==> config.mk <==
export PLATFORM = sky130hd
export DESIGN_NAME = wave_header_parser
export DESIGN_NICKNAME = d
export VERILOG_FILES = /design/src/design/wvhp_pkg.sv /design/src/design/wvhp_core.sv /design/src/design/wvhp_out.sv /design/src/design/wave_header_parser.sv
export SDC_FILE = /design/constraint.sdc
export NUM_CORES = 1
export LEC_CHECK = 0
export BUFFER_PORTS_ARGS = -buffer_cell sky130_fd_sc_hd__buf_2
export CAP_MARGIN = 20
export CORE_UTILIZATION = 35
export DETAILED_ROUTE_END_ITERATION = 12
export PLACE_DENSITY = 0.61
export SKIP_CTS_REPAIR_TIMING = 1
export SYNTH_ARGS = -nofsm -noshare
export SYNTH_HDL_FRONTEND = slang
export SYNTH_SLANG_ARGS = --single-unit
==> constraint.sdc <==
create_clock -name clock -period 14.44 [get_ports clock]
set_input_delay 1.444 -clock clock [delete_from_list [all_inputs] [get_ports clock]]
set_output_delay 1.444 -clock clock [all_outputs]
set_load 0.02 [all_outputs]
==> src/design/wvhp_pkg.sv <==
// Shared types and constants for the wave header parser.
// Holds the transaction structs, the parse phase and chunk kind enums and the chunk tags.
// No dependencies.
`default_nettype none

package wvhp_pkg;

   // Chunk tags as they appear little-endian in a 32-bit shift window
   localparam logic [31:0] TAG_RIFF = 32'h4646_4952;
   localparam logic [31:0] TAG_WAVE = 32'h4556_4157;
   localparam logic [31:0] TAG_FMT  = 32'h2074_6d66;
   localparam logic [31:0] TAG_FACT = 32'h7463_6166;
   localparam logic [31:0] TAG_DATA = 32'h6174_6164;

   localparam logic [31:0] FMT_MIN_SIZE  = 32'd16;
   localparam logic [31:0] FACT_MIN_SIZE = 32'd4;

   typedef enum logic [2:0] {
      PH_IDLE = 3'd0,
      PH_RIFF = 3'd1,
      PH_FMT  = 3'd2,
      PH_HDR  = 3'd3,
      PH_FACT = 3'd4,
      PH_SKIP = 3'd5,
      PH_DONE = 3'd6
   } phase_type;

   typedef enum logic [1:0] {
      KIND_OTHER = 2'd0,
      KIND_FACT  = 2'd1,
      KIND_DATA  = 2'd2
   } kind_type;

   typedef enum logic {
      STATUS_OK   = 1'b0,
      STATUS_FAIL = 1'b1
   } status_type;

   typedef struct packed {
      logic [7:0] file_byte;
      logic       start_of_file;
   } req_type;

   typedef struct packed {
      logic        status;
      logic [15:0] audio_format;
      logic [15:0] channel_count;
      logic [31:0] sample_rate;
      logic [15:0] block_align;
      logic [31:0] data_header_offset;
      logic [31:0] data_size;
      logic [31:0] sample_count;
   } rsp_type;

endpackage

`default_nettype wire

==> src/design/wvhp_core.sv <==
// Parse state and single-step byte logic of the wave header parser.
// One byte per step_valid cycle; emits at most one result per step.
// Depends on wvhp_pkg.
`default_nettype none

module wvhp_core (
   input  wire logic             clock,
   input  wire logic             reset,
   input  wire logic             step_valid,
   input  wire wvhp_pkg::req_type item,
   output logic                  res_valid,
   output wvhp_pkg::rsp_type     res
);

   localparam logic [4:0] IDX_W0  = 5'd3;
   localparam logic [4:0] IDX_W1  = 5'd7;
   localparam logic [4:0] IDX_FMT_TAG   = 5'd9;
   localparam logic [4:0] IDX_FMT_CHAN  = 5'd11;
   localparam logic [4:0] IDX_FMT_RATE  = 5'd15;
   localparam logic [4:0] IDX_FMT_ALIGN = 5'd21;
   localparam logic [4:0] IDX_FMT_END   = 5'd23;

   wvhp_pkg::phase_type phase_ff, phase_in;
   wvhp_pkg::kind_type  kind_ff, kind_in;
   logic [31:0] pos_ff, pos_in;
   logic [31:0] cbl_ff, cbl_in;
   logic [31:0] shift_ff, shift_in;
   logic [31:0] riff_ff, riff_in;
   logic [15:0] fmt_ff, fmt_in;
   logic [15:0] chan_ff, chan_in;
   logic [31:0] rate_ff, rate_in;
   logic [15:0] align_ff, align_in;
   logic [31:0] samples_ff, samples_in;
   logic [4:0]  bidx_ff, bidx_in;
   logic        bad_ff, bad_in;
   logic [31:0] fact_rest_ff, fact_rest_in;

   always_comb begin
      wvhp_pkg::phase_type phase_e;
      logic [31:0] pos_e;
      logic [31:0] shift_new;
      logic [31:0] skip_cnt;
      logic [31:0] cbl_dec;
      logic [4:0]  idx;
      logic        do_skip;
      logic        do_enter;
      logic        do_fail;

      phase_in     = phase_ff;
      kind_in      = kind_ff;
      pos_in       = pos_ff;
      cbl_in       = cbl_ff;
      shift_in     = shift_ff;
      riff_in      = riff_ff;
      fmt_in       = fmt_ff;
      chan_in      = chan_ff;
      rate_in      = rate_ff;
      align_in     = align_ff;
      samples_in   = samples_ff;
      bidx_in      = bidx_ff;
      bad_in       = bad_ff;
      fact_rest_in = fact_rest_ff;
      res_valid    = 1'b0;
      res          = '0;
      phase_e      = phase_ff;
      pos_e        = pos_ff;
      shift_new    = '0;
      skip_cnt     = '0;
      cbl_dec      = '0;
      idx          = '0;
      do_skip      = 1'b0;
      do_enter     = 1'b0;
      do_fail      = 1'b0;

      if (step_valid) begin
         if (item.start_of_file) begin
            phase_e      = wvhp_pkg::PH_RIFF;
            pos_e        = '0;
            kind_in      = wvhp_pkg::KIND_OTHER;
            cbl_in       = '0;
            shift_in     = '0;
            riff_in      = '0;
            fmt_in       = '0;
            chan_in      = '0;
            rate_in      = '0;
            align_in     = '0;
            samples_in   = 32'd1;
            bidx_in      = '0;
            bad_in       = 1'b0;
            fact_rest_in = '0;
         end
         phase_in = phase_e;
         pos_in   = pos_e;

         if (phase_e != wvhp_pkg::PH_IDLE && phase_e != wvhp_pkg::PH_DONE) begin
            pos_in    = pos_e + 32'd1;
            shift_new = {item.file_byte, shift_in[31:8]};
            shift_in  = shift_new;
            idx       = bidx_in;
            bidx_in   = idx + 5'd1;

            case (phase_e)
               wvhp_pkg::PH_RIFF: begin
                  if (idx == IDX_W0 && shift_new != wvhp_pkg::TAG_RIFF) begin
                     bad_in = 1'b1;
                  end else if (idx == IDX_W1) begin
                     riff_in = shift_new;
                  end else if (idx == IDX_FMT_CHAN) begin
                     if (bad_in || shift_new != wvhp_pkg::TAG_WAVE) begin
                        do_fail = 1'b1;
                     end else begin
                        phase_in = wvhp_pkg::PH_FMT;
                        bidx_in  = '0;
                     end
                  end
               end
               wvhp_pkg::PH_FMT: begin
                  if (idx == IDX_W0) begin
                     if (shift_new != wvhp_pkg::TAG_FMT) begin
                        bad_in = 1'b1;
                     end
                  end else if (idx == IDX_W1) begin
                     cbl_in = shift_new;
                  end else if (idx == IDX_FMT_TAG) begin
                     fmt_in = shift_new[31:16];
                  end else if (idx == IDX_FMT_CHAN) begin
                     chan_in = shift_new[31:16];
                  end else if (idx == IDX_FMT_RATE) begin
                     rate_in = shift_new;
                  end else if (idx == IDX_FMT_ALIGN) begin
                     align_in = shift_new[31:16];
                  end else if (idx == IDX_FMT_END) begin
                     if (bad_in || cbl_in < wvhp_pkg::FMT_MIN_SIZE) begin
                        do_fail = 1'b1;
                     end else begin
                        do_skip  = 1'b1;
                        skip_cnt = cbl_in - wvhp_pkg::FMT_MIN_SIZE;
                     end
                  end
               end
               wvhp_pkg::PH_HDR: begin
                  if (idx == IDX_W0) begin
                     if (shift_new == wvhp_pkg::TAG_FACT) begin
                        kind_in = wvhp_pkg::KIND_FACT;
                     end else if (shift_new == wvhp_pkg::TAG_DATA) begin
                        kind_in = wvhp_pkg::KIND_DATA;
                     end else begin
                        kind_in = wvhp_pkg::KIND_OTHER;
                     end
                  end else if (idx == IDX_W1) begin
                     if (kind_in == wvhp_pkg::KIND_DATA) begin
                        if (shift_new == '0) begin
                           do_fail = 1'b1;
                        end else begin
                           res_valid              = 1'b1;
                           res.status             = wvhp_pkg::STATUS_OK;
                           res.audio_format       = fmt_in;
                           res.channel_count      = chan_in;
                           res.sample_rate        = rate_in;
                           res.block_align        = align_in;
                           res.data_header_offset = pos_e - 32'd7;
                           res.data_size          = shift_new;
                           res.sample_count       = samples_in;
                           phase_in               = wvhp_pkg::PH_DONE;
                        end
                     end else if (kind_in == wvhp_pkg::KIND_FACT &&
                                  shift_new >= wvhp_pkg::FACT_MIN_SIZE) begin
                        fact_rest_in = shift_new - wvhp_pkg::FACT_MIN_SIZE;
                        phase_in     = wvhp_pkg::PH_FACT;
                        bidx_in      = '0;
                     end else begin
                        do_skip  = 1'b1;
                        skip_cnt = shift_new;
                     end
                  end
               end
               wvhp_pkg::PH_FACT: begin
                  if (idx == IDX_W0) begin
                     samples_in = shift_new;
                     do_skip    = 1'b1;
                     skip_cnt   = fact_rest_in;
                  end
               end
               wvhp_pkg::PH_SKIP: begin
                  cbl_dec = cbl_in - 32'd1;
                  cbl_in  = cbl_dec;
                  if (cbl_dec == '0) begin
                     do_enter = 1'b1;
                  end
               end
               default: begin
                  phase_in = wvhp_pkg::PH_DONE;
               end
            endcase

            if (do_skip) begin
               if (skip_cnt == '0) begin
                  do_enter = 1'b1;
               end else begin
                  cbl_in   = skip_cnt;
                  phase_in = wvhp_pkg::PH_SKIP;
               end
            end
            if (do_enter) begin
               if (pos_in >= riff_in) begin
                  do_fail = 1'b1;
               end else begin
                  phase_in = wvhp_pkg::PH_HDR;
                  bidx_in  = '0;
               end
            end
            if (do_fail) begin
               res_valid  = 1'b1;
               res        = '0;
               res.status = wvhp_pkg::STATUS_FAIL;
               phase_in   = wvhp_pkg::PH_DONE;
            end
         end
      end
   end

   always_ff @(posedge clock) begin
      if (reset) begin
         phase_ff     <= wvhp_pkg::PH_IDLE;
         kind_ff      <= wvhp_pkg::KIND_OTHER;
         pos_ff       <= '0;
         cbl_ff       <= '0;
         shift_ff     <= '0;
         riff_ff      <= '0;
         fmt_ff       <= '0;
         chan_ff      <= '0;
         rate_ff      <= '0;
         align_ff     <= '0;
         samples_ff   <= 32'd1;
         bidx_ff      <= '0;
         bad_ff       <= 1'b0;
         fact_rest_ff <= '0;
      end else begin
         phase_ff     <= phase_in;
         kind_ff      <= kind_in;
         pos_ff       <= pos_in;
         cbl_ff       <= cbl_in;
         shift_ff     <= shift_in;
         riff_ff      <= riff_in;
         fmt_ff       <= fmt_in;
         chan_ff      <= chan_in;
         rate_ff      <= rate_in;
         align_ff     <= align_in;
         samples_ff   <= samples_in;
         bidx_ff      <= bidx_in;
         bad_ff       <= bad_in;
         fact_rest_ff <= fact_rest_in;
      end
   end

   // a result only comes out of a step
   a_res_needs_step: assert property (@(posedge clock) disable iff (reset)
      res_valid |-> step_valid)
      else $error("result without a step");

   // every result closes the file
   a_res_closes: assert property (@(posedge clock) disable iff (reset)
      res_valid |=> phase_ff == wvhp_pkg::PH_DONE)
      else $error("parse still open after result");

   a_ok_nonzero_size: assert property (@(posedge clock) disable iff (reset)
      (res_valid && res.status == wvhp_pkg::STATUS_OK) |-> res.data_size != '0)
      else $error("ok result with zero data size");

   a_fail_clean: assert property (@(posedge clock) disable iff (reset)
      (res_valid && res.status == wvhp_pkg::STATUS_FAIL) |->
         (res.data_size == '0 && res.sample_count == '0 && res.sample_rate == '0))
      else $error("failure result carries data");

   // a byte stepped in before a start has been seen since reset leaves the parse idle
   a_idle_silent: assert property (@(posedge clock) disable iff (reset)
      (phase_ff == wvhp_pkg::PH_IDLE && step_valid && !item.start_of_file) |=>
         phase_ff == wvhp_pkg::PH_IDLE)
      else $error("left idle without start");

endmodule

`default_nettype wire

==> src/design/wvhp_out.sv <==
// Result register of the wave header parser.
// Holds one result transaction until the receiver takes it; depends on wvhp_pkg.
`default_nettype none

module wvhp_out (
   input  wire logic              clock,
   input  wire logic              reset,
   input  wire logic              load_valid,
   input  wire wvhp_pkg::rsp_type load_data,
   output logic                   can_take,
   output logic                   rsp_valid,
   input  wire logic              rsp_ready,
   output wvhp_pkg::rsp_type      rsp_data
);

   logic              vld_ff, vld_in;
   wvhp_pkg::rsp_type data_ff;

   assign can_take  = !vld_ff || rsp_ready;
   assign vld_in    = can_take ? load_valid : vld_ff;
   assign rsp_valid = vld_ff;
   assign rsp_data  = data_ff;

   always_ff @(posedge clock) begin
      if (reset) begin
         vld_ff <= 1'b0;
      end else begin
         vld_ff <= vld_in;
      end
   end

   always_ff @(posedge clock) begin
      if (can_take && load_valid) begin
         data_ff <= load_data;
      end
   end

endmodule

`default_nettype wire

==> src/design/wave_header_parser.sv <==
// Wave header parser: RIFF WAVE header parse over a byte stream.
// Input register on req, parse core, result register on rsp.
// Depends on wvhp_pkg, wvhp_core and wvhp_out.
//
// req carries one file byte per transaction with start_of_file marking byte 0 of a
// file; a start restarts the parse at any point. rsp carries at most one result per
// file: ok with the fmt fields, the data chunk header offset, its size and the fact
// sample count, or a failure with all other fields zero. After a result, bytes are
// dropped until the next start.
// Throughput: one byte per cycle unless a result waits on rsp; each byte is handled by
// one pass of the parse logic between the input register and the result register.
// A result is formed from the byte in the input register and is captured in the result
// register, from which it is offered on rsp.
// Reset: the parse sits idle and ignores bytes until a start; both registers empty.
// Stall: while a result waits on rsp, the input register still takes one byte; the
// next byte is held back only until the waiting result is taken.
`default_nettype none

module wave_header_parser (
   input  wire logic              clock,
   input  wire logic              reset,
   input  wire logic              req_valid,
   output logic                   req_ready,
   input  wire wvhp_pkg::req_type req_data,
   output logic                   rsp_valid,
   input  wire logic              rsp_ready,
   output wvhp_pkg::rsp_type      rsp_data
);

   logic              in_vld_ff, in_vld_in;
   wvhp_pkg::req_type in_data_ff;
   logic              can_take;
   logic              step_fire;
   logic              res_valid;
   wvhp_pkg::rsp_type res;

   assign step_fire = in_vld_ff && can_take;
   assign req_ready = !in_vld_ff || step_fire;
   assign in_vld_in = req_ready ? req_valid : in_vld_ff;

   always_ff @(posedge clock) begin
      if (reset) begin
         in_vld_ff <= 1'b0;
      end else begin
         in_vld_ff <= in_vld_in;
      end
   end

   always_ff @(posedge clock) begin
      if (req_ready && req_valid) begin
         in_data_ff <= req_data;
      end
   end

   wvhp_core u_core (
      .clock      (clock),
      .reset      (reset),
      .step_valid (step_fire),
      .item       (in_data_ff),
      .res_valid  (res_valid),
      .res        (res)
   );

   wvhp_out u_out (
      .clock      (clock),
      .reset      (reset),
      .load_valid (res_valid),
      .load_data  (res),
      .can_take   (can_take),
      .rsp_valid  (rsp_valid),
      .rsp_ready  (rsp_ready),
      .rsp_data   (rsp_data)
   );

endmodule

`default_nettype wire

==> results.cfg <==
[outcome]
outcome = finished clean

[setup_path]
cp.required_ns = 14.67
crit_type = reg -> reg
r2r_start = in_data_ff[0]
crit_start = in_data_ff[0]
arrival_ns = 7.73
cp-start-kind = flip-flop
critPathMaxFanout = 154
reg2reg_to = u_out.rsp_data[151]
reg2reg_slack_ns = 6.94
end_kind = flip-flop
reg2regPathDepth = 18
crit_path_end = u_out.rsp_data[151]

[die]
die_h_um = 266
rows = 96
dieArea_um2 = 70900
initial_core_util_pct = 35.5
ios = 192
core-area_um2 = 68800
die_w_um = 266

[clock_tree]
cts_tree = done
clk_pin_slew_ns = 0.06
htree_levels = 2
cts-buffers-inserted = 53
cts_root_buf = clkbuf_16
clkLatencyLatePin_ns = 0.64
cts.path.max_buffers = 3
clkSinkCount = 463

[placement]
gp_congestion = 1.02
port-buffer-count = 191
dp_hpwl_mm = 58.1

[pwr]
leakage_nw = 10.8
power_density_nw_per_um2 = 116
combinationalPowerShare_pct = 10.3
power.switching_w = 0.000852
sw_frac_of_total_pct = 25.9
p_int_w = 0.00243
share_seq_of_total_power_pct = 42.1
peakVddDrop_mv = 0.0925
p_clk_share_pct = 47.6

[min_path]
worst_hold_startpoint = u_core.samples_ff[29]
hold_path_class = reg -> reg

[final_layout]
area_growth_syn_to_layout_pct = 15.4
post-route-util_pct = 41.0
layout_commonest_cell = nor2_1
fin_nets = 2942
mostFrequentLayoutCells = 383 x nor2_1, 277 x dfxtp_1, 246 x nand2_1
drive_above_1_share_pct = 14.2

[synthesis]
ys_ff_latch = 463
avgSynthCellArea_um2 = 8.62
syn_inst = 2836
synth.cell_area_um2 = 24400
synth-edff-count = 186
synthFlopType = dfxtp_1
yosysSeqAreaShare_pct = 45.6
synth_top_area_share_pct = 22.9
ys_async_sr_fraction_pct = 0
yosys.cell_types.count = 87
synth_area_leaders = edfxtp_1 23%, dfxtp_1 23%, nor2_1 5.9%
yosysTopAreaCell = edfxtp_1
synth_nets = 2891
ys.warnings.count = 0

[timing]
post-route-min-period_ns = 7.50
finalMaxSlewViolations = 0
min_period_over_period_pct = 51.9
rsz0062_at_grt = no
tightest_slew_ns = 1.24
max_freq_ghz = 0.133
max-slew-margin-rel_pct = 17.1
hold_viol_final = 0
skew_ns = 0.0356
setup_viol = 0
fin_setup_tns_ns = 0

[grt]
antenna_found_initial = 3
grt_start_max_net_pins = 155
grt_pass1_wl_mm = 132
grt_use_total_pct = 24.4
overflow = 0
grt_pass1_vias = 20500

[routing]
drc = 0
vias_per_cell = 5.73
wire_per_inst_um = 22.9
via_count = 22100
drt-pass1-iter-count = 6
drt_iter0_drc = 2643
postRouteAntennaNets = 0
drt-total-wl_mm = 88.6

[job]
drv_cap = 0
-- sequential cells by signal, summed over array words and instances (netlist names) --
register	cells
u_out.rsp_data	177
u_core.cbl_ff	32
u_core.fact_rest_ff	32
u_core.pos_ff	32
u_core.rate_ff	32
u_core.riff_ff	32
u_core.samples_ff	32
u_core.shift_ff	24
u_core.align_ff	16
u_core.chan_ff	16
u_core.fmt_ff	16
in_data_ff	9
u_core.bidx_ff	5
u_core.phase_ff	3
u_core.kind_ff	2
in_vld_ff	1
u_core.bad_ff	1
u_out.rsp_valid	1
-- Yosys cell counts (12+ instances only) --
library cell,count
o211ai_1,17
dfxtp_1,277
nor2b_1,55
inv_1,20
ha_1,42
o21ai_0,150
a211oi_1,29
mux2_2,25
a221oi_1,17
clkbuf_1,226
and2_1,148
nand4_1,28
nand2b_1,21
a21o_1,12
buf_2,15
nor2_1,386
nand2_1,248
nor3_1,99
edfxtp_1,186
and3_1,15
xnor2_1,47
nand3_1,54
o21a_1,12
nor4_1,48
a21oi_1,205
a31oi_1,20
xor2_1,35
buf_1,21
a22oi_1,153
or3_1,21
nor3b_1,16
-- critical path, stage by stage, from the launching register on --
cell and delay (ns):
edfxtp_1 0.41, buf_12 0.26, nand4b_1 0.46, nor4_2 0.65
nor3b_1 0.73, nand4_1 0.32, nor2_1 0.30, and3_1 0.27
and3_1 0.24, xnor2_1 0.14, nor2_1 0.06, ha_1 0.33
nand4_1 0.12, nor2_1 0.17, nand3_1 0.11, o211ai_1 0.48
o21ai_1 0.24, a31oi_4 0.79, buf_12 0.49
-- cell families after synthesis --
family,count (synthesis),synth area share (%)
xor gates and xnor gates,82,2.94
AOI/OAI and AO/OA,725,19.1
adders and majority gates,42,2.15
DFF,463,45.6
buffers and inverters,292,4.71
and+or+nand+nor,1203,24.2
muxes,29,1.32
-- power by group through the flow --
| stage | clock network [W] | logic, W | registers [W] |
|---|---|---|---|
| 6_report | 0.00156 | 0.000338 | 0.00138 |
| 3_3_place_gp | 0 | 0.000330 | 0.00141 |
| 3_5_place_dp | 0 | 0.000327 | 0.00141 |
| 4_1_cts | 0.00159 | 0.000328 | 0.00138 |
| 2_1_floorplan | 0 | 0.000217 | 0.00140 |
| 5_1_grt | 0.00164 | 0.000359 | 0.00138 |
-- metal layers --
metal	global-route usage, %	up-vias	wire, um
met1	32.7	10500	37400
met4	11.4	4	4330
li1	-	10300	-
met5	0	-	27
met3	4.60	267	7460
met2	37.9	1056	39400
-- layout make-up --
| class | count | area [um^2] |
|---|---|---|
| diodes | 1 | 2.50 |
| well taps | 931 | 1160 |
| inverters | 22 | 82.6 |
| repair buffers | 266 | 1550 |
| fillers | 6857 | 40600 |
| flip-flops and latches | 463 | 11100 |
| clock inverters | 34 | 587 |
| clock buffers | 66 | 1440 |
| multi-input cells | 2081 | 12300 |
-- how the worst min path moves through the flow --
stage	to	slack, ns	cells past startpoint
6_report	u_core.samples_ff[29]	0.45	2
5_1_grt	u_core.chan_ff[15]	0.47	2
4_1_cts	u_core.samples_ff[29]	0.45	2
3_5_place_dp	u_core.samples_ff[26]	0.44	2
3_3_place_gp	u_core.align_ff[6]	0.44	2
2_1_floorplan	u_core.align_ff[4]	0.43	2
-- per-stage QoR --
stage | setup slack, ns | hold WS (ns) | power (W) | std cells | area (um^2)
6_report | 6.94 | 0.450 | 0.00328 | 3864 | 28200
5_1_grt | 6.41 | 0.470 | 0.00339 | 3863 | 28200
4_1_cts | 7.14 | 0.451 | 0.00330 | 3863 | 28200
3_5_place_dp | 7.17 | 0.442 | 0.00174 | 3763 | 26200
3_3_place_gp | 7.35 | 0.435 | 0.00174 | 3762 | 26200
2_1_floorplan | 3.45 | 0.427 | 0.00161 | 2836 | 24400
No activity file was read; power rests on OpenSTA's default activity.
